**src/assert_macros.svh**
```systemverilog
// assertion macros used by the rtl of the rank tracker
// no dependencies; include by bare file name
`ifndef ASSERT_MACROS_SVH
`define ASSERT_MACROS_SVH

// clocked assertion, disabled while reset is asserted
`define PRT_ASSERT(name, clk, rst_n, prop, msg) \
	name: assert property (@(posedge clk) disable iff (!rst_n) (prop)) else $error(msg);

// clocked assertion that also holds during reset
`define PRT_ASSERT_ALWAYS(name, clk, prop, msg) \
	name: assert property (@(posedge clk) (prop)) else $error(msg);

`endif

```
**src/prt_pkg.sv**
```systemverilog
// shared types and constants of the percentile rank tracker
// no dependencies
`timescale 1ns / 1ps

package prt_pkg;

	localparam int DEF_USER_SLOTS = 4096;
	localparam int DEF_PAGE_LIMIT = 1023;

	localparam int UID_FW  = 12;
	localparam int PAGE_FW = 10;
	localparam int CNT_FW  = 12;
	localparam int FRAC_W  = 17;
	localparam logic [FRAC_W-1:0] FRAC_ONE = 17'h10000;

	localparam logic CMD_READ  = 1'b0;
	localparam logic CMD_CHEER = 1'b1;

	typedef struct packed {
		logic               command;
		logic [UID_FW-1:0]  user_id;
		logic [PAGE_FW-1:0] pages_read;
	} in_beat_t;

	typedef struct packed {
		logic              user_known;
		logic [CNT_FW-1:0] below_count;
		logic [CNT_FW-1:0] others_count;
		logic [FRAC_W-1:0] fraction;
	} out_beat_t;

endpackage

```
**src/prt_div.sv**
```systemverilog
// restoring divider, one quotient bit per cycle, for the Q1.16 rank fraction
// depends on prt_pkg; num must not exceed den
`timescale 1ns / 1ps

module prt_div import prt_pkg::*; #(
	parameter int CNT_W = 13
) (
	input  logic              clk,
	input  logic              arst_n,
	input  logic              start,
	input  logic [CNT_W-1:0]  num,
	input  logic [CNT_W-1:0]  den,
	output logic              done,
	output logic [FRAC_W-1:0] quo
);

	localparam int STEP_W = $clog2(FRAC_W + 1);

	logic [CNT_W:0]      rem_q;
	logic [CNT_W-1:0]    den_q;
	logic [FRAC_W-1:0]   quo_q;
	logic [STEP_W-1:0]   step_q;
	logic [CNT_W:0]      trial;
	logic                qbit;
	logic [CNT_W:0]      rem_next;

	// trial subtract of the divisor
	always_comb begin
		trial    = rem_q - {1'b0, den_q};
		qbit     = rem_q >= {1'b0, den_q};
		rem_next = qbit ? trial : rem_q;
	end

	always_ff @(posedge clk or negedge arst_n) begin
		if (!arst_n) begin
			step_q <= '0;
		end else if (start) begin
			step_q <= STEP_W'(FRAC_W);
		end else if (step_q != '0) begin
			step_q <= step_q - 1'b1;
		end
	end

	// datapath, no reset needed
	always_ff @(posedge clk) begin
		if (start) begin
			rem_q <= {1'b0, num};
			den_q <= den;
			quo_q <= '0;
		end else if (step_q != '0) begin
			rem_q <= {rem_next[CNT_W-1:0], 1'b0};
			quo_q <= {quo_q[FRAC_W-2:0], qbit};
		end
	end

	assign done = step_q == STEP_W'(1);
	assign quo  = quo_q;

endmodule
```
**config.mk**
```make
export PLATFORM = sky130hd
export DESIGN_NAME = prt_div
export DESIGN_NICKNAME = d
export VERILOG_FILES = /design/src/assert_macros.svh /design/src/prt_pkg.sv /design/src/prt_div.sv
export SDC_FILE = /design/constraint.sdc
export NUM_CORES = 1
export LEC_CHECK = 0
export BUFFER_PORTS_ARGS = -buffer_cell sky130_fd_sc_hd__buf_4
export CAP_MARGIN = 20
export CORE_UTILIZATION = 30
export DETAILED_ROUTE_END_ITERATION = 12
export GPL_TIMING_DRIVEN = 0
export HOLD_SLACK_MARGIN = 0.15
export PLACE_DENSITY = 0.54
export SLEW_MARGIN = 20
export SYNTH_ARGS = -nofsm -noshare
export SYNTH_HDL_FRONTEND = slang
export SYNTH_SLANG_ARGS = --single-unit
```
**constraint.sdc**
```tcl
create_clock -name clk -period 5.6 [get_ports clk]
set_input_delay 0.28 -clock clk [delete_from_list [all_inputs] [get_ports clk]]
set_output_delay 0.28 -clock clk [all_outputs]
set_load 0.01 [all_outputs]
```
==> impl_metrics.env <==
export IMPL_initial_core_util=0.311
export IMPL_critical_path_required_ns=5.74
export IMPL_worst_margin_pin_slew_ns=0.801
export IMPL_setup_viol=0
export IMPL_vdd_ir_drop_max_mv=0.112
export IMPL_rr_worst_depth=8
export IMPL_yosys_register_bits=49
export IMPL_final_nets=425
export IMPL_worstSetupStartpointType="flop"
export IMPL_ios=47
export IMPL_vias_per_cell=4.95
export IMPL_netlist_cell_type_count=53
export IMPL_share_of_the_yosys_chip_area_belonging_to_registers=0.436
export IMPL_die_area_um2=10100
export IMPL_timing_critical_path_arrival_ns=3.09
export IMPL_dominantRegCellSynth="sky130_fd_sc_hd__edfxtp_1"
export IMPL_placed_cells_incl_taps=487
export IMPL_clock_skew_final_ns=0.00955
export IMPL_numCtsBuffers=5
export IMPL_finalWeightedCongestion=0.825
export IMPL_postcts_resize_cnt=0
export IMPL_final_critical_path_setup_slack_ns=2.65
export IMPL_worstSkewPairLatency_ns=0.31
export IMPL_post_synth_inst_count=312
export IMPL_maxSlewViolCount=0
export IMPL_synth_enable_flop_cells=26
export IMPL_critical_path_peak_fanout=10
export IMPL_grt_max_degree=17
export IMPL_timing_worst_setup_path_type="reg2reg"
export IMPL_drt_wl_total_um=7510
export IMPL_drc=0
export IMPL_timing_rr_start="rem_q[8]$_DFFE_PP_"
export IMPL_worstHoldStart="num[10]"
export IMPL_cts_root_buffer_cell="sky130_fd_sc_hd__clkbuf_8"
export IMPL_synth_top_area_cell="sky130_fd_sc_hd__edfxtp_1"
export IMPL_antenna_found_initial=0
export IMPL_die_h_um=100
export IMPL_detailed_place_hpwl_um=5260
export IMPL_synth_top_cell_area_share=0.269
export IMPL_globalRouteOverflowTotal=0
export IMPL_buffer_depth_of_the_longest_clock_path=2
export IMPL_finalInstanceArea_um2=3640
export IMPL_rsz0062_at_grt="no"
export IMPL_crit_path_start="rem_q[8]$_DFFE_PP_"
export IMPL_postPlaceCellArea_um2=3410
export IMPL_syn_num_nets=358
export IMPL_maxCapViolCount=0
export IMPL_input_output_buffers=46
export IMPL_r2r_slack_ns=2.65
export IMPL_fp_dieW_um=100
export IMPL_final_min_period_over_clock_period=0.527
export IMPL_finalPower_mw=1.51
export IMPL_finalHoldViolations=0
export IMPL_syn2layout_area_growth_pct=25.4
export IMPL_drive_gt1_frac=0.168
export IMPL_insertedDiodeCount=0
export IMPL_top_post_synthesis_cells_by_count="sky130_fd_sc_hd__nand2_1 (49), sky130_fd_sc_hd__a21oi_1 (31), sky130_fd_sc_hd__edfxtp_1 (26)"
export IMPL_outcome="completed"
export IMPL_endpoint_kind="flop"
export IMPL_most_instantiated_library_cell_after_synthesis="sky130_fd_sc_hd__nand2_1"
export IMPL_fin_cells=509
export IMPL_cp_endpoint="rem_q[6]$_DFFE_PP_"
export IMPL_grt_pass1_wl_um=12300
export IMPL_detail_route_antenna_nets=0
export IMPL_core_rowCount=35
export IMPL_placement_setup_worst_slack_ns=2.73
export IMPL_yosysWarningCount=0
export IMPL_clock_sink_total=49
export IMPL_p_per_area_nw_per_um2=416
export IMPL_async_reset_ff_frac=0.102
export IMPL_clock_tree_htree_level_count=2
export IMPL_max_slew_margin=0.463
export IMPL_wl_per_cell_um=14.7
export IMPL_mappedNetlistArea_um2=2900
export IMPL_synth_top_cells_by_area="sky130_fd_sc_hd__edfxtp_1 (27%), sky130_fd_sc_hd__dfxtp_1 (12%), sky130_fd_sc_hd__ha_1 (6.9%)"
export IMPL_num_vias=2520
export IMPL_totalNegativeSetupSlack_ns=0
export IMPL_maxClockFrequency_mhz=339
export IMPL_first_iter_violations=126
export IMPL_reg2reg_to="rem_q[6]$_DFFE_PP_"
export IMPL_cts_reportedPaths_clkPinSlew_ns=0.10
export IMPL_power_leakage_nw=1.50
export IMPL_post_route_min_period_ns=2.95
export IMPL_drt_pass1_iter_count=5
export IMPL_tritoncts="yes"
export IMPL_floorplan_core_area_um2=9330
export IMPL_via_count_of_the_first_global_routing_pass=2440
export IMPL_post_synth_cell_area_avg_um2=9.30
export IMPL_globalRouteTotalUtil=0.158
export IMPL_worst_hold_path_type="in2reg"
## cells by family after synthesis
family,Yosys count,synth area share
AOI/OAI and AO/OA,87,0.217
xor gates and xnor gates,9,0.0272
adders and majority gates,17,0.0759
buffers and inverters,43,0.0599
DFF,49,0.436
muxes,2,0.00690
and+or+nand+nor,105,0.177
## area by class of cell
class | count | area, um^2
Fill cell | 966 | 5690
Multi-Input combinational cell | 220 | 1460
Sequential cell | 49 | 1270
Timing Repair Buffer | 60 | 485
Tap cell | 129 | 161
Buffer | 20 | 87.6
Inverter | 23 | 86.3
Clock buffer | 5 | 68.8
Clock inverter | 3 | 22.5
## power breakdown
| group | total (mW) | switching (mW) | internal, mW | leakage, nW |
|---|---|---|---|---|
| combinational | 0.786 | 0.449 | 0.337 | 0.981 |
| clock | 0.220 | 0.131 | 0.0890 | 0.0481 |
| sequential | 0.508 | 0.0439 | 0.464 | 0.474 |
## worst min path at each step
stage	end	slack [ns]	cells past startpoint
after global placement	step_q[3]$_DFFE_PN0P_	0.09	1
final	rem_q[10]$_DFFE_PP_	0.25	3
after CTS	rem_q[9]$_DFFE_PP_	0.24	3
after detailed placement	step_q[3]$_DFFE_PN0P_	0.09	1
after floorplan	step_q[0]$_DFFE_PN0P_	-0.02	0
after global routing	rem_q[10]$_DFFE_PP_	0.26	3
## critical path: stages, from the launching register on
cell	delay, ns
sky130_fd_sc_hd__edfxtp_1	0.39
sky130_fd_sc_hd__ha_1	0.30
sky130_fd_sc_hd__clkbuf_1	0.21
sky130_fd_sc_hd__o21ai_0	0.28
sky130_fd_sc_hd__nand2_1	0.09
sky130_fd_sc_hd__a31oi_1	0.67
sky130_fd_sc_hd__clkbuf_1	0.52
sky130_fd_sc_hd__nand4b_1	0.20
sky130_fd_sc_hd__o311ai_2	0.12
## placed cells by master, fill, tap and decap left out, types with 5 or more instances in the layout
cell type,n
sky130_fd_sc_hd__a211oi_1,7
sky130_fd_sc_hd__a21o_1,8
sky130_fd_sc_hd__a21oi_1,31
sky130_fd_sc_hd__a32oi_1,5
sky130_fd_sc_hd__buf_4,47
sky130_fd_sc_hd__clkbuf_1,17
sky130_fd_sc_hd__clkbuf_8,5
sky130_fd_sc_hd__dfrtp_1,5
sky130_fd_sc_hd__dfxtp_1,18
sky130_fd_sc_hd__dlygate4sd3_1,14
sky130_fd_sc_hd__edfxtp_1,26
sky130_fd_sc_hd__ha_1,16
sky130_fd_sc_hd__inv_1,23
sky130_fd_sc_hd__nand2_1,49
sky130_fd_sc_hd__nand2b_1,7
sky130_fd_sc_hd__nor2_1,12
sky130_fd_sc_hd__nor2b_1,6
sky130_fd_sc_hd__nor3_1,6
sky130_fd_sc_hd__xnor2_1,5
## through the flow
| step | hold WS, ns | utilization |
|---|---|---|
| floorplan | -0.0156 | - |
| detailed placement | 0.0893 | 0.366 |
| global placement | 0.0886 | 0.366 |
| global route | 0.259 | 0.390 |
| finish | 0.248 | 0.390 |
| CTS | 0.237 | 0.390 |
## routing by layer
layer / routed length (um) / global-route usage
met1: 3680 / 0.220
met2: 3390 / 0.252
met3: 346 / 0.0237
met4: 88 / 0.0446
met5: 0 / 0
## repair_timing
action	CTS	global route
hold endpoints to repair	18	0
hold buffers	14	0
buffers inserted	0	0
setup endpoints to repair	0	0
## state kept, by name (all words and copies together) (netlist names)
register and count:
quo 17, den_q 13, step_q 5, rem_q 14
No activity file was read; power rests on OpenSTA's default activity.
